<file path="config.mk">
export PLATFORM = sky130hd
export DESIGN_NAME = key_press_event_detector_top
export DESIGN_NICKNAME = d
export VERILOG_FILES = /design/src/design/kdet_pkg.sv /design/src/design/key_press_event_detector_top.sv
export SDC_FILE = /design/constraint.sdc
export NUM_CORES = 1
export LEC_CHECK = 0
export ABC_AREA = 1
export BUFFER_PORTS_ARGS = -buffer_cell sky130_fd_sc_hd__buf_4
export CORE_MARGIN = 5
export CORE_UTILIZATION = 45
export DETAILED_ROUTE_END_ITERATION = 10
export SYNTH_ARGS = -nofsm -noshare
export SYNTH_HDL_FRONTEND = slang
export SYNTH_SLANG_ARGS = --single-unit
</file>
<file path="constraint.sdc">
create_clock -name clk -period 2.55 [get_ports clk]
set_clock_uncertainty 0.15 [all_clocks]
set_input_delay 0.51 -clock clk [delete_from_list [all_inputs] [get_ports clk]]
set_output_delay 0.51 -clock clk [all_outputs]
set_load 0.005 [all_outputs]
</file>
<file path="src/design/kdet_pkg.sv">
// Package for the key press event detector: codes, register map and reset values.
package kdet_pkg;

  localparam int CntW  = 16;
  localparam int AddrW = 5;
  localparam int DataW = 32;

  typedef logic [CntW-1:0] cnt_t;
  typedef logic [1:0]      code_t;

  typedef enum logic [3:0] {
    ST_IDLE     = 4'b0001,
    ST_DEBOUNCE = 4'b0010,
    ST_PRESSED  = 4'b0100,
    ST_LONG     = 4'b1000
  } state_t;

  typedef enum logic [2:0] {
    EV_NONE         = 3'd0,
    EV_PRESS        = 3'd1,
    EV_SHORT        = 3'd2,
    EV_LONG         = 3'd3,
    EV_REPEAT       = 3'd4,
    EV_LONG_RELEASE = 3'd5
  } event_t;

  localparam code_t KEY_NONE  = 2'd0;
  localparam code_t KEY_ONE   = 2'd1;
  localparam code_t KEY_TWO   = 2'd2;
  localparam code_t BOTH_KEYS = 2'd3;

  localparam logic [2:0] REG_SCAN_PERIOD   = 3'd0;
  localparam logic [2:0] REG_DEBOUNCE_TIME = 3'd1;
  localparam logic [2:0] REG_LONG_TIME     = 3'd2;
  localparam logic [2:0] REG_REPEAT_TIME   = 3'd3;
  localparam logic [2:0] REG_REPEAT_EN     = 3'd4;

  localparam cnt_t RST_SCAN_PERIOD   = 16'd10;
  localparam cnt_t RST_DEBOUNCE_TIME = 16'd20;
  localparam cnt_t RST_LONG_TIME     = 16'd1000;
  localparam cnt_t RST_REPEAT_TIME   = 16'd200;

endpackage

</file>
<file path="src/design/key_press_event_detector_top.sv">
// Key press event detector: key sampling, debounce state machine and event output.
//
// Usage: each input word is one time tick with the two active-low key pins
// (key_one_pin, key_two_pin), offered with in_valid and held by in_stall.
// Every accepted tick yields exactly one output word (event_kind, key_code)
// on out_valid / out_stall; event_kind 0 means no event on that tick.
// Keys are sampled once every scan_period ticks; a code stable for
// debounce_time ticks reports a press, release before long_press_time
// reports a short press, otherwise a long press, then hold repeats every
// repeat_time ticks (reported when repeat_report_enable is set) and a long
// release. out_valid rises in the cycle after acceptance; one tick is taken
// every cycle unless out_stall holds the single output register full.
// When the receiver stalls, the output word holds and in_stall rises while
// the output register is full and not being taken.
// Reset (rst, synchronous) restores the register defaults, returns the
// state machine to idle with zero countdowns and empties the output.
// Registers sit on an APB port at byte addresses 0,4,8,12,16; pready is always
// high; the user must make writes only while no tick is in flight (unchecked).
module key_press_event_detector_top (
  input  logic                     clk,
  input  logic                     rst,
  input  logic                     key_one_pin,
  input  logic                     key_two_pin,
  input  logic                     in_valid,
  output logic                     in_stall,
  output logic [2:0]               event_kind,
  output logic [1:0]               key_code,
  output logic                     out_valid,
  input  logic                     out_stall,
  input  logic                     psel,
  input  logic                     penable,
  input  logic                     pwrite,
  input  logic [kdet_pkg::AddrW-1:0] paddr,
  input  logic [kdet_pkg::DataW-1:0] pwdata,
  output logic [kdet_pkg::DataW-1:0] prdata,
  output logic                     pready
);

  kdet_pkg::cnt_t   scan_period;
  kdet_pkg::cnt_t   debounce_time;
  kdet_pkg::cnt_t   long_press_time;
  kdet_pkg::cnt_t   repeat_time;
  logic             repeat_report_enable;

  kdet_pkg::state_t state, state_next;
  kdet_pkg::code_t  held_key_code, held_key_code_next;
  kdet_pkg::cnt_t   scan_cnt, scan_cnt_next;
  kdet_pkg::cnt_t   wait_cnt, wait_cnt_next;
  kdet_pkg::event_t ev;

  kdet_pkg::cnt_t   scan_dec, wait_dec;
  kdet_pkg::code_t  code;
  logic             same, due, accept, wr_en;
  logic [2:0]       reg_idx;

  // config port
  assign pready  = 1'b1;
  assign reg_idx = paddr[4:2];
  assign wr_en   = psel && penable && pwrite;

  always_ff @(posedge clk) begin
    if (rst) begin
      scan_period          <= kdet_pkg::RST_SCAN_PERIOD;
      debounce_time        <= kdet_pkg::RST_DEBOUNCE_TIME;
      long_press_time      <= kdet_pkg::RST_LONG_TIME;
      repeat_time          <= kdet_pkg::RST_REPEAT_TIME;
      repeat_report_enable <= 1'b0;
    end else if (wr_en) begin
      case (reg_idx)
        kdet_pkg::REG_SCAN_PERIOD:   scan_period          <= pwdata[15:0];
        kdet_pkg::REG_DEBOUNCE_TIME: debounce_time        <= pwdata[15:0];
        kdet_pkg::REG_LONG_TIME:     long_press_time      <= pwdata[15:0];
        kdet_pkg::REG_REPEAT_TIME:   repeat_time          <= pwdata[15:0];
        kdet_pkg::REG_REPEAT_EN:     repeat_report_enable <= pwdata[0];
        default: ;
      endcase
    end
  end

  always_comb begin
    case (reg_idx)
      kdet_pkg::REG_SCAN_PERIOD:   prdata = {16'd0, scan_period};
      kdet_pkg::REG_DEBOUNCE_TIME: prdata = {16'd0, debounce_time};
      kdet_pkg::REG_LONG_TIME:     prdata = {16'd0, long_press_time};
      kdet_pkg::REG_REPEAT_TIME:   prdata = {16'd0, repeat_time};
      kdet_pkg::REG_REPEAT_EN:     prdata = {31'd0, repeat_report_enable};
      default:                     prdata = '0;
    endcase
  end

  // handshake
  assign in_stall = out_valid && out_stall;
  assign accept   = in_valid && !in_stall;

  // tick processing
  always_comb begin
    scan_dec = (scan_cnt != '0) ? scan_cnt - 16'd1 : '0;
    wait_dec = (wait_cnt != '0) ? wait_cnt - 16'd1 : '0;

    if (!key_one_pin && !key_two_pin) code = kdet_pkg::BOTH_KEYS;
    else if (!key_two_pin)            code = kdet_pkg::KEY_TWO;
    else if (!key_one_pin)            code = kdet_pkg::KEY_ONE;
    else                              code = kdet_pkg::KEY_NONE;

    same = (code == held_key_code);
    due  = (wait_dec == '0);

    state_next         = state;
    held_key_code_next = held_key_code;
    scan_cnt_next      = scan_dec;
    wait_cnt_next      = wait_dec;
    ev                 = kdet_pkg::EV_NONE;

    if (scan_dec == '0) begin
      scan_cnt_next = scan_period;
      case (state)
        kdet_pkg::ST_IDLE: begin
          if (code != kdet_pkg::KEY_NONE) begin
            held_key_code_next = code;
            wait_cnt_next      = debounce_time;
            state_next         = kdet_pkg::ST_DEBOUNCE;
          end
        end
        kdet_pkg::ST_DEBOUNCE: begin
          if (!same) begin
            state_next = kdet_pkg::ST_IDLE;
          end else if (due) begin
            wait_cnt_next = long_press_time;
            state_next    = kdet_pkg::ST_PRESSED;
            ev            = kdet_pkg::EV_PRESS;
          end
        end
        kdet_pkg::ST_PRESSED: begin
          if (!same) begin
            state_next = kdet_pkg::ST_IDLE;
            ev         = kdet_pkg::EV_SHORT;
          end else if (due) begin
            wait_cnt_next = repeat_time;
            state_next    = kdet_pkg::ST_LONG;
            ev            = kdet_pkg::EV_LONG;
          end
        end
        default: begin
          if (!same) begin
            state_next = kdet_pkg::ST_IDLE;
            ev         = kdet_pkg::EV_LONG_RELEASE;
          end else if (due) begin
            wait_cnt_next = repeat_time;
            if (repeat_report_enable) ev = kdet_pkg::EV_REPEAT;
          end
        end
      endcase
    end
  end

  always_ff @(posedge clk) begin
    if (rst) begin
      state         <= kdet_pkg::ST_IDLE;
      held_key_code <= kdet_pkg::KEY_NONE;
      scan_cnt      <= '0;
      wait_cnt      <= '0;
    end else if (accept) begin
      state         <= state_next;
      held_key_code <= held_key_code_next;
      scan_cnt      <= scan_cnt_next;
      wait_cnt      <= wait_cnt_next;
    end
  end

  // output word register
  always_ff @(posedge clk) begin
    if (rst) begin
      out_valid <= 1'b0;
    end else if (accept) begin
      out_valid <= 1'b1;
    end else if (!out_stall) begin
      out_valid <= 1'b0;
    end
  end

  always_ff @(posedge clk) begin
    if (accept) begin
      event_kind <= ev;
      key_code   <= (ev == kdet_pkg::EV_NONE) ? kdet_pkg::KEY_NONE : held_key_code;
    end
  end

  a_stall_needs_word: assert property (@(posedge clk) disable iff (rst)
    in_stall |-> out_valid)
    else $error("input stalled with empty output register");

  a_accept_fills: assert property (@(posedge clk) disable iff (rst)
    accept |=> out_valid)
    else $error("accepted tick produced no output word");

  a_none_no_key: assert property (@(posedge clk) disable iff (rst)
    (out_valid && event_kind == kdet_pkg::EV_NONE) |-> key_code == kdet_pkg::KEY_NONE)
    else $error("key code set on empty event");

  a_held_code: assert property (@(posedge clk) disable iff (rst)
    (state != kdet_pkg::ST_IDLE) |-> held_key_code != kdet_pkg::KEY_NONE)
    else $error("tracking state without a key code");

  a_press_from_debounce: assert property (@(posedge clk) disable iff (rst)
    (accept && ev == kdet_pkg::EV_PRESS) |=> state == kdet_pkg::ST_PRESSED)
    else $error("press event without entering pressed state");

endmodule

</file>
; Word level (Yosys, flattened, before mapping)
; Index checks and enable logic that the tools add are counted.
[word_totals]
out_inout_bits = 40
in_bits = 46
regBits = 109
elab_cells = 81
[op_classes]
addsub = 2
n_mux = 32
n_eq_ne = 13
reduce_logical = 22
[op_table]
columns = operator, count
row1 = two-way mux 16 bit, 9
row2 = case mux 16 bit (5 select lines), 1
row3 = zero test 16 bit, 2
row4 = case mux 16 bit (2 select lines), 1
row5 = nonzero test 16 bit, 2
row6 = subtractor 16 x 1 -> 16 bit (second input constant), 2
row7 = two-way mux 4 bit, 6
row8 = two-way mux 3 bit, 4
row9 = case mux 4 bit (3 select lines), 1
row10 = AND reduction 2 bit, 5
row11 = case mux 3 bit (3 select lines), 1
row12 = two-way mux 2 bit, 4
row13 = == test 3 x 2 -> 1 bit (second input constant), 2
row14 = zero test 3 bit, 2
row15 = inequality test 3 bit (second input constant), 2
row16 = AND reduction 6 bit, 1
row17 = logical AND 1 bit, 5
row18 = two-way mux 1 bit, 5
row19 = == test 4 x 1 -> 1 bit (second input constant), 1
row20 = == test 4 x 2 -> 1 bit (second input constant), 1
row21 = == test 4 x 3 -> 1 bit (second input constant), 1
row22 = inequality test 4 x 1 -> 1 bit (second input constant), 1
row23 = AND reduction 4 bit, 1
row24 = == test 3 x 1 -> 1 bit (second input constant), 1
row25 = other kinds (6), 8

; Longest topological paths before layout
; Gate-level depths: netlist (run 1).
[depth]
ltp_word = 8
ltp_mapped = 17
ltp_nobuf = 17

; Worst setup path after synthesis (run 1)
; OpenSTA, ideal clock, no wires.
[synth_path]
kind = register to register
startpoint = register scan_cnt[0]
endpoint = register key_code[0], data pin
setup_ps = 127
period_less_slack_ps = 2339
setup_slack_ps = 211
t_required_ps = 2273
path_buffers = 2
t_arrival_ps = 2062
stages_incl_launch_ff = 17
cell_sequence = dfxtp_1 > inv_1 > ha_1 > nand2_1 > nor2_4 > nand2_2 > buf_6 > nand2_1 > nand4_1 > nor2_1 > nand4_2 > inv_2 > buf_6 > nand3_1 > nand3_1 > nand2_1 > inv_1
[synth_between]
elab_chain_cells = 5
word_cells_on_any_way = 6
cone_classes = 1 x add/sub / 2 x mux / 3 x reduce/logical
[synth_lines]
columns = element, line_no
row1 = from (decl), key_press_event_detector_top.sv:47  ; kdet_pkg::cnt_t scan_cnt, scan_cnt_next;
row2 = from (signal assigned), key_press_event_detector_top.sv:165  ; scan_cnt <= scan_cnt_next;
row3 = subtractor 16 x 1 -> 16 bit or nonzero test 16 bit (tied branches), key_press_event_detector_top.sv:97  ; scan_dec = (scan_cnt != '0) ? scan_cnt - 16'd1 : '0;
row4 = two-way mux 16 bit *, key_press_event_detector_top.sv:97
row5 = zero test 16 bit *, key_press_event_detector_top.sv:114  ; if (scan_dec == '0) begin
row6 = two-way mux 3 bit *, key_press_event_detector_top.sv:114
row7 = zero test 3 bit *, key_press_event_detector_top.sv:184  ; key_code <= (ev == kdet_pkg::EV_NONE) ? kdet_pkg::KEY_NONE : held_key_code;
row8 = to (signal assigned), key_press_event_detector_top.sv:184
row9 = to (decl), key_press_event_detector_top.sv:27  ; output logic [1:0] key_code,
; Every way passes the cells marked *; elsewhere a longest branch is shown, timed or not.
; A chain may end at the register's enable or synchronous reset.

; Worst setup path in the final report (run 1)
[layout_path]
startpoint = register wait_cnt[0]
endpoint = register wait_cnt[2]
[layout_between]
elab_chain_cells = 7
word_cells_on_any_way = 11
cone_classes = 1 x add/sub / 8 x mux / 2 x reduce/logical
[layout_lines]
columns = element, line_no
row1 = from (decl), key_press_event_detector_top.sv:48  ; kdet_pkg::cnt_t wait_cnt, wait_cnt_next;
row2 = from (signal assigned), key_press_event_detector_top.sv:166  ; wait_cnt <= wait_cnt_next;
row3 = subtractor 16 x 1 -> 16 bit or nonzero test 16 bit (tied branches), key_press_event_detector_top.sv:98  ; wait_dec = (wait_cnt != '0) ? wait_cnt - 16'd1 : '0;
row4 = two-way mux 16 bit *, key_press_event_detector_top.sv:98
row5 = zero test 16 bit, key_press_event_detector_top.sv:106  ; due = (wait_dec == '0);
row6 = two-way mux 16 bit (on tied branches), "key_press_event_detector_top.sv:137, key_press_event_detector_top.sv:147, key_press_event_detector_top.sv:127"
row7 = two-way mux 16 bit (on tied branches), "key_press_event_detector_top.sv:144, key_press_event_detector_top.sv:125"
row8 = case mux 16 bit (2 select lines), key_press_event_detector_top.sv:116  ; case (state)
row9 = two-way mux 16 bit *, key_press_event_detector_top.sv:114
; Marked as above.

==> results.py, run 1 <==
metrics = {
    "status": {
        "status": "complete, but fails checks",
        "violations": "negative setup slack",
    },
    "power_and_ir_drop": {
        "p_leak_nw": 4.013,
        "cellPowerDensity_nw_per_um2": 941.4,
        "ir_drop_uv": 414.6,
        "power.total_mw": 8.345,
    },
    "logic_synthesis": {
        "ys_warn_count": 0,
        "netlist_area_um2": 6658,
        "synth_ff_type": "dfxtp_1",
        "async_reset_ff_frac": 0,
        "synth_edf_count": 5,
        "ys_ff_latch": 109,
        "synth.distinct_cells": 40,
        "synth_seq_area_share": 0.3353,
        "postSynthAreaPerCell_um2": 6.359,
        "syn_inst": 1047,
    },
    "setup_path": {
        "cp.arrival_ns": 2.72,
        "end_kind": "flip-flop",
        "worstPathRequired_ns": 2.64,
        "rrSetupSlack_ns": -0.09,
        "crit_fanout": 5,
        "cp-start-kind": "flip-flop",
        "reg2reg_depth": 18,
        "criticalPathCategory": "flip-flop to flip-flop",
    },
    "sta": {
        "fmax_ghz": 0.3795,
        "drv_slew": 0,
        "slew_headroom": 0.4737,
        "worst_slack_ns": -0.08511,
        "rsz0062_at_grt": "yes",
        "hold-worst-slack_ns": 0.1887,
        "period_needed_ns": 2.635,
        "finalSetupViolations": 10,
        "tightest_slew_ns": 0.7886,
        "fin_crit_sh": 1.033,
        "finalHoldViolCount": 0,
    },
    "clock_network": {
        "htree_num_levels": 3,
        "cts_hold_buf": 0,
        "cts_buffer_depth": 2,
        "cts_tree": "done",
        "cts.clk_slew.worst_paths_ns": 0.08,
        "cts_root_buf": "clkbuf_16",
        "cts_buffers": 9,
        "clk_latency_ns": 0.36,
        "numClockSinks": 109,
    },
    "placed_design": {
        "portBuffers": 50,
        "place_hpwl_um": 16270,
        "placed_cells": 1340,
        "gp_congestion": 0.8945,
    },
    "grt": {
        "grt_max_degree": 75,
        "grt_antenna_before_repair": 1,
        "grt_remaining_overflow": 0,
        "grt_pass1_wl_um": 35130,
        "track_usage": 0.2447,
        "grt_pass1_vias": 6667,
    },
    "die": {
        "coreArea_um2": 14530,
        "start_util": 0.4581,
        "die_w_um": 131.6,
        "die_height_um": 131.6,
        "io_pins": 86,
        "dieArea_um2": 17330,
        "rows": 44,
    },
    "finish": {
        "antennaDiodeCount": 0,
        "syn_to_final_growth_pct": 33.15,
        "regArea_um2": 2240,
        "drive_gt1_frac": 0.2720,
        "instances_no_fill": 1379,
        "n_fill_cell": 1387,
        "multi_input_area_um2": 4177,
        "nets": 1239,
        "final_util": 0.6099,
    },
    "drt": {
        "routed_wl_um": 22600,
        "vias": 7314,
        "via_per_inst": 5.304,
        "dr.pass1.iters": 5,
        "post_drt_wl_per_cell_um": 16.39,
        "remaining_drc_errors": 0,
        "ant_nets": 0,
        "drtIter0Drc": 646,
    },
    "run": {
        "cap_violations": 0,
    },
    "worst_hold_path": {
        "hold_path_depth": 2,
        "worstHoldPathType": "input port to flip-flop",
    },
}
==> registers in the layout (all words and copies together) (netlist names) <==
name,flops
state,4
key_code,2
out_valid,1
repeat_time,16
repeat_report_enable,1
scan_period,16
wait_cnt,16
event_kind,3
scan_cnt,16
held_key_code,2
debounce_time,16
long_press_time,16
==> layer usage <==
metal | vias up | part of all wire | track usage
met2 | 233 | 0.46 | 0.3857
met3 | 22 | 0.055 | 0.04052
met1 | 3366 | 0.47 | 0.3531
li1 | 3691 | - | -
met4 | 2 | 0.011 | 0.05257
met5 | - | 0.00058 | 0
==> what timing repair did <==
action	CTS	global route
buffers inserted	5	14
gates resized for setup	23	106
setup endpoints to repair	24	43
gates cloned	0	4
pin swaps	5	50
==> report_power, final <==
part / internal [mW] / switching (mW) / total [mW]
registers: 1.86 / 0.118 / 1.98
clock network: 0.718 / 0.733 / 1.45
logic: 2.22 / 2.69 / 4.91
total: 4.81 / 3.54 / 8.35
==> cell type report <==
cell class,count,share of cell area
Inverter,104,0.04432
Timing Repair Buffer,182,0.1719
Sequential cell,109,0.2526
Clock inverter,6,0.007057
Tap cell,184,0.02597
Clock buffer,10,0.02696
Multi-Input combinational cell,784,0.4711
==> cell families after synthesis <==
kind of cell	share of synthesized area
other	0.001128
adder cells (fa/ha/maj)	0.005639
XOR/XNOR	0.01184
AND/OR/NAND/NOR	0.3458
flip-flops	0.3353
buffers and inverters	0.1122
AO/OA/AOI/OAI	0.1881
==> through the flow <==
stage / area, µm² / setup TNS [ns] / worst slack (ns)
6_report: 8865 / -0.4112 / -0.08511
5_1_grt: 8865 / -2.101 / -0.1715
4_1_cts: 8263 / 0 / 0.005021
3_5_place_dp: 7861 / -0.4521 / -0.07479
3_3_place_gp: 7861 / -0.3093 / -0.04153
2_1_floorplan: 6714 / 0 / 0.2112
==> layout by cell type, fill, tap and decap left out, types with 7 or more instances in the layout <==
cell / n
o21ai_1: 14
dfxtp_1: 98
o21ai_0: 82
nand3_1: 70
o21ai_2: 12
nor2_1: 105
nand3_2: 14
nand4_1: 10
o2111ai_1: 15
nor2_2: 22
buf_4: 166
nand3_4: 7
xor2_1: 7
a21oi_1: 79
conb_1: 17
nor2_4: 13
nand2_1: 235
clkbuf_16: 12
o211ai_1: 7
nand2_2: 23
nand3b_1: 11
inv_1: 95
==> worst paths after layout <==
kind / to / startpoint
max: wait_cnt[2]$_SDFFE_PP0P_ / wait_cnt[0]$_SDFFE_PP0P_
max reg2reg: wait_cnt[2]$_SDFFE_PP0P_ / wait_cnt[0]$_SDFFE_PP0P_
min reg2reg: repeat_report_enable$_SDFFE_PP0P_ / repeat_report_enable$_SDFFE_PP0P_
min: held_key_code[0]$_SDFFE_PP0P_ / key_one_pin
==> synthesized netlist by cell type (10+ instances only) <==
cell         n  area, µm²
a21oi_1     84      420.4
buf_4       17      127.6
clkbuf_1    31      116.4
dfxtp_1    104       2082
inv_1      100      375.4
nand2_1    256      960.9
nand3_1     81      405.4
nand3_2     10      100.1
nand3b_1    11      82.58
nand4_1     10      62.56
nor2_1     129      484.2
o2111ai_1   15      131.4
o21ai_0     85      425.4
o21ai_1     23      115.1
==> worst max-delay path, cell delays in order, from the launching register on <==
cell and delay, ns:
dfxtp_2 0.34, inv_4 0.09, ha_4 0.14, nand2_2 0.06
nor2_4 0.13, nand2_4 0.09, clkbuf_16 0.17, nand3_4 0.10
nand2_2 0.06, nor2_2 0.12, nand2_2 0.09, nor2_4 0.25
buf_4 0.17, buf_6 0.11, nand3b_1 0.07, nand3_1 0.08
nand2_1 0.05, o21ai_1 0.16, a21oi_1 0.09
No activity file was read; power rests on OpenSTA's default activity.
==> run 2: changes to the inputs <==
--- a/config.mk
+++ b/config.mk
@@ -7,6 +7,7 @@
 export LEC_CHECK = 0
 export ABC_AREA = 1
 export BUFFER_PORTS_ARGS = -buffer_cell sky130_fd_sc_hd__buf_4
+export CORE_ASPECT_RATIO = 0.8
 export CORE_MARGIN = 5
 export CORE_UTILIZATION = 45
 export DETAILED_ROUTE_END_ITERATION = 10
==> run 2 against run 1 <==
Effect of this change:
- clock-buffer cell count up 1
- highest routed layer is now met4
- critical path depth shrank 3
- hold slack better by 0.0024 ns
- non-clock buffer count grew 12
- maximum frequency fell by 1.7%
- sequential power about the same
- sequential cell count stayed put
- combinational power up 3%
- setup slack lost 0.044 ns
- largest power group unchanged
- global-route usage up 1.6 points
- total power increased by 1.6%
- via count is 4.3% higher
- the run still ends with negative setup slack left
==> results.py, run 2 (synthesized netlist as in run 1, its figures left out) <==
metrics = {
    "status": {
        "status": "complete, but fails checks",
        "violations": "negative setup slack",
    },
    "die": {
        "start_util": 0.4625,
        "die_height_um": 118.8,
        "dieArea_um2": 17340,
        "coreArea_um2": 14400,
        "io_pins": 86,
        "die_w_um": 146.0,
        "rows": 39,
    },
    "placed_design": {
        "pre_cts_ws_ns": -0.1598,
        "placed_cells": 1348,
        "place_hpwl_um": 16670,
        "gp_congestion": 0.9008,
        "portBuffers": 50,
    },
    "drt": {
        "routed_wl_um": 24340,
        "drtIter0Drc": 787,
        "ant_nets": 0,
        "vias": 7629,
        "via_per_inst": 5.481,
        "remaining_drc_errors": 0,
        "post_drt_wl_per_cell_um": 17.49,
        "dr.pass1.iters": 5,
    },
    "setup_path": {
        "max_stage_delay_ns": 0.34,
        "criticalPathCategory": "flip-flop to flip-flop",
        "worstPathRequired_ns": 2.69,
        "path_cells": "inv_2, ha_4, nand2_4, nor2_4, nand2_2, xnor2_1, nand2_1, nand2_1, nor2_2, nand3_4, buf_4, buf_6, a21oi_1, o21ai_2, a21oi_1",
        "cp.arrival_ns": 2.82,
        "cp-start-kind": "flip-flop",
        "slowest_stage": "dfxtp_2",
        "end_kind": "flip-flop",
        "crit_fanout": 8,
    },
    "sta": {
        "fin_crit_sh": 1.051,
        "finalSetupViolations": 22,
        "period_needed_ns": 2.679,
        "slew_headroom": 0.5302,
        "hold-worst-slack_ns": 0.1911,
        "rsz0062_at_grt": "yes",
        "fmax_ghz": 0.3732,
        "drv_slew": 0,
        "worst_slack_ns": -0.1294,
        "finalHoldViolCount": 0,
        "tightest_slew_ns": 0.7039,
    },
    "clock_network": {
        "clk_latency_ns": 0.36,
        "cts_tree": "done",
        "cts_root_buf": "clkbuf_16",
        "cts_buffers": 9,
        "htree_num_levels": 3,
        "cts.clk_slew.worst_paths_ns": 0.08,
        "numClockSinks": 109,
        "cts_hold_buf": 0,
        "cts_buffer_depth": 2,
    },
    "power_and_ir_drop": {
        "power.total_mw": 8.475,
        "ir_drop_uv": 784.9,
        "cellPowerDensity_nw_per_um2": 937.6,
        "p_leak_nw": 4.080,
    },
    "grt": {
        "use_met1": 0.4011,
        "met3_usage": 0.05509,
        "track_usage": 0.2603,
        "grt-busiest-layer": "met1",
        "grt_pass1_wl_um": 36230,
        "grt_pass1_vias": 6552,
        "grt_remaining_overflow": 0,
        "grt_max_degree": 75,
        "use_met2": 0.3741,
        "grt_antenna_before_repair": 0,
    },
    "finish": {
        "final_common_cell": "nand2_1",
        "antennaDiodeCount": 0,
        "layout_common_cells": "nand2_1, buf_4, nor2_1",
        "nets": 1252,
        "syn_to_final_growth_pct": 35.76,
        "instances_no_fill": 1392,
        "drive_gt1_frac": 0.2848,
    },
    "run": {
        "cap_violations": 0,
    },
    "worst_hold_path": {
        "worstHoldPathType": "input port to flip-flop",
    },
}
-- run 2: cell types whose count changed in the layout (fill, tap and decap cells not counted), moves of 3 or more --
cell,previous run,this run
a21oi_1,79,68
nand2_1,235,240
nor2_1,105,109
buf_4,166,170
a21oi_2,5,15
nand2_2,23,17
clkinv_2,0,3
buf_6,6,12
o21ai_0,82,75
o21ai_2,12,17
-- run 2: stage by stage --
step	TNS [ns]	util	cell area, µm²
final	-0.6229	0.6279	9039
after global routing	-5.159	0.6279	9039
after CTS	-0.005935	0.5896	8487
after detailed placement	-2.783	0.5485	7896
after global placement	-1.779	0.5485	7896
after floorplan	0	-	6714
-- run 2: report_power, final --
group	internal, mW	total (mW)	leakage, nW	switching, mW
Clock	0.703	1.41	0.142	0.704
Sequential	1.87	2.00	0.898	0.130
Combinational	2.23	5.07	3.04	2.84
Total	4.80	8.47	4.08	3.68
-- run 2: worst paths after layout --
| kind | startpoint | endpoint | slack, ns | depth (start not counted) |
|---|---|---|---|---|
| worst max-delay path | scan_cnt[0]$_SDFFE_PP0P_ | wait_cnt[8]$_SDFFE_PP0P_ | -0.13 | 15 |
| worst min register to register | long_press_time[1]$_SDFFE_PP0P_ | long_press_time[1]$_SDFFE_PP0P_ | 0.33 | 2 |
| worst min-delay path | key_two_pin | held_key_code[1]$_SDFFE_PP0P_ | 0.19 | 2 |
| worst max register to register | scan_cnt[0]$_SDFFE_PP0P_ | wait_cnt[8]$_SDFFE_PP0P_ | -0.13 | 15 |
-- run 2: cell type report --
| type | instances | area, µm² |
|---|---|---|
| well taps | 184 | 230.2 |
| inverters | 104 | 397.9 |
| clock buffers | 11 | 242.7 |
| repair inverters | 1 | 5.005 |
| clock inverters | 5 | 38.79 |
| repair buffers | 194 | 1677 |
| multi-input cells | 784 | 4207 |
| fillers | 1327 | 5356 |
| flip-flops and latches | 109 | 2241 |
-- run 2: timing repair --
action,4_1_cts,5_1_grt
pin swaps,6,58
setup buffers,7,14
gates resized for setup,50,107
setup endpoints to repair,40,43
gates cloned,2,7
-- run 2: routing by layer --
metal  vias to the layer above  share of wire
met1                      3489           0.48
met3                        39          0.087
met4                         0          0.021
met5                         -              0
met2                       362           0.42
li1                       3739              -
-- run 2: worst max-delay path, delay by kind of cell (launching register included) --
| family | cells | cell delay, ns |
|---|---|---|
| xor gates and xnor gates | 1 | 0.14 |
| buffers and inverters | 3 | 0.42 |
| adders and majority gates | 1 | 0.15 |
| AOI/OAI and AO/OA | 3 | 0.38 |
| and+or+nand+nor | 7 | 1.02 |
| DFF | 1 | 0.34 |
==> run 3: changes to the inputs <==
--- a/config.mk
+++ b/config.mk
@@ -10,6 +10,7 @@
 export CORE_ASPECT_RATIO = 0.8
 export CORE_MARGIN = 5
 export CORE_UTILIZATION = 45
+export CTS_BUF_LIST = sky130_fd_sc_hd__clkbuf_16
 export DETAILED_ROUTE_END_ITERATION = 10
 export SYNTH_ARGS = -nofsm -noshare
 export SYNTH_HDL_FRONTEND = slang
==> run 3 against run 2 <==
Effect of this change:
- the run still ends with negative setup slack left
- setup slack gained 0.0027 ns
- core utilization shrank 0.070 points
- die area is the same
- critical path type unchanged
==> results.py, run 3 (synthesized netlist as in run 1, its figures left out) <==
metrics = {
    "setup_path": {
        "worstPathRequired_ns": 2.69,
        "cp-start-kind": "flip-flop",
        "path_buf_inv": 3,
        "critPathTopFamily": "simple AND/OR/NAND/NOR gates",
        "end_kind": "flip-flop",
        "path_cells": "inv_2, ha_4, nand2_4, nor2_4, nand2_2, xnor2_1, nand2_1, nand2_1, nor2_2, nand3_4, buf_4, buf_6, a21oi_1, o21ai_2, a21oi_1",
        "criticalPathCategory": "flip-flop to flip-flop",
        "crit_fanout": 8,
        "cp.arrival_ns": 2.82,
        "slowest_stage": "dfxtp_2",
        "max_stage_delay_ns": 0.33,
    },
    "clock_network": {
        "cts_root_buf": "clkbuf_16",
        "clk_latency_ns": 0.36,
        "numClockSinks": 109,
        "cts_buffer_depth": 2,
        "cts_buffers": 9,
        "htree_num_levels": 3,
        "cts_tree": "done",
        "cts.clk_slew.worst_paths_ns": 0.08,
        "cts_hold_buf": 0,
    },
    "finish": {
        "syn_to_final_growth_pct": 35.61,
        "drive_gt1_frac": 0.2839,
        "n_fill_cell": 1327,
        "layout_common_cells": "nand2_1, buf_4, nor2_1",
        "regArea_um2": 2241,
        "multi_input_area_um2": 4207,
        "antennaDiodeCount": 0,
        "nets": 1252,
        "design_area_um2": 9029,
        "final_common_cell": "nand2_1",
    },
    "grt": {
        "grt_max_degree": 75,
        "grt_remaining_overflow": 0,
        "grt_pass1_vias": 6552,
        "track_usage": 0.2603,
        "grt_antenna_before_repair": 0,
        "grt_pass1_wl_um": 36230,
    },
    "sta": {
        "rsz0062_at_grt": "yes",
        "finalSetupViolations": 20,
        "worst_slack_ns": -0.1267,
        "period_needed_ns": 2.677,
        "fin_crit_sh": 1.050,
        "slew_headroom": 0.5257,
        "drv_slew": 0,
        "tightest_slew_ns": 0.7106,
        "fmax_ghz": 0.3736,
        "finalHoldViolCount": 0,
    },
    "die": {
        "io_pins": 86,
        "die_w_um": 146.0,
        "coreArea_um2": 14400,
        "start_util": 0.4625,
        "rows": 39,
        "die_height_um": 118.8,
        "dieArea_um2": 17340,
    },
    "drt": {
        "dr.pass1.iters": 5,
        "remaining_drc_errors": 0,
        "ant_nets": 0,
        "post_drt_wl_per_cell_um": 17.47,
        "via_per_inst": 5.469,
        "routed_wl_um": 24320,
        "vias": 7613,
        "drtIter0Drc": 808,
    },
    "worst_hold_path": {
        "worstHoldPathType": "input port to flip-flop",
    },
    "power_and_ir_drop": {
        "p_leak_nw": 4.078,
        "ir_drop_uv": 788.2,
        "cellPowerDensity_nw_per_um2": 934.0,
    },
    "placed_design": {
        "gp_congestion": 0.9008,
        "portBuffers": 50,
        "pre_cts_ws_ns": -0.1598,
        "placed_area_um2": 7896,
        "place_hpwl_um": 16670,
    },
    "status": {
        "violations": "negative setup slack",
        "status": "complete, but fails checks",
    },
    "run": {
        "cap_violations": 0,
    },
}
## run 3: cell count changes in the layout (fill, tap and decap cells not counted)
cell / delta
clkinv_1: +1
clkbuf_8: -1
inv_1: +1
clkbuf_1: -1
## run 3: where the power goes
| part | leakage [nW] | switching, mW | total, mW | internal, mW |
|---|---|---|---|---|
| registers | 0.898 | 0.130 | 2.00 | 1.87 |
| clock network | 0.141 | 0.700 | 1.37 | 0.669 |
| logic | 3.04 | 2.84 | 5.07 | 2.23 |
## run 3: cell type report
type | count | area share
Sequential cell | 109 | 0.2482
Inverter | 104 | 0.04407
Timing Repair Buffer | 194 | 0.1857
Tap cell | 184 | 0.02550
Clock buffer | 9 | 0.02494
Timing Repair inverter | 1 | 0.0005543
Multi-Input combinational cell | 784 | 0.4659
Clock inverter | 7 | 0.005127
## run 3: path summary, 6_finish.rpt
path	cells after the start	to	slack, ns	from
min	2	held_key_code[1]$_SDFFE_PP0P_	0.19	key_two_pin
min reg2reg	2	long_press_time[1]$_SDFFE_PP0P_	0.33	long_press_time[1]$_SDFFE_PP0P_
max reg2reg	15	wait_cnt[8]$_SDFFE_PP0P_	-0.13	scan_cnt[0]$_SDFFE_PP0P_
max	15	wait_cnt[8]$_SDFFE_PP0P_	-0.13	scan_cnt[0]$_SDFFE_PP0P_
## run 3: timing repair
item | CTS | global route
pin swaps | 6 | 58
setup buffers | 7 | 14
resized for setup | 50 | 107
cloned | 2 | 7
endpoints found under the setup margin | 40 | 43
## run 3: per-layer routing
metal  routed length (µm)  GRT usage
met5                    0          0
met4                  510    0.04994
met3                 2254    0.05509
met2                10140     0.3741
met1                11420     0.4011
## run 3: stage by stage
| stage | utilization | total power [mW] | setup TNS [ns] | std cells | hold slack, ns |
|---|---|---|---|---|---|
| finish | 0.6272 | 8.433 | -0.5694 | 1392 | 0.1916 |
| global route | 0.6272 | 8.969 | -5.157 | 1392 | 0.1981 |
| CTS | 0.5889 | 7.688 | -0.005935 | 1373 | 0.1812 |
| detailed placement | 0.5485 | 6.013 | -2.783 | 1348 | 0.3105 |
| global placement | 0.5485 | 6.015 | -1.779 | 1348 | 0.3058 |
| floorplan | - | 4.340 | 0 | 1062 | 0.2869 |
## run 3: worst reg2reg max path, stage by stage, from the launching register on
cell,delay (ns)
dfxtp_2,0.33
inv_2,0.08
ha_4,0.15
nand2_4,0.07
nor2_4,0.25
nand2_2,0.12
xnor2_1,0.14
nand2_1,0.13
nand2_1,0.08
nor2_2,0.15
nand3_4,0.23
buf_4,0.22
buf_6,0.13
a21oi_1,0.14
o21ai_2,0.10
a21oi_1,0.15
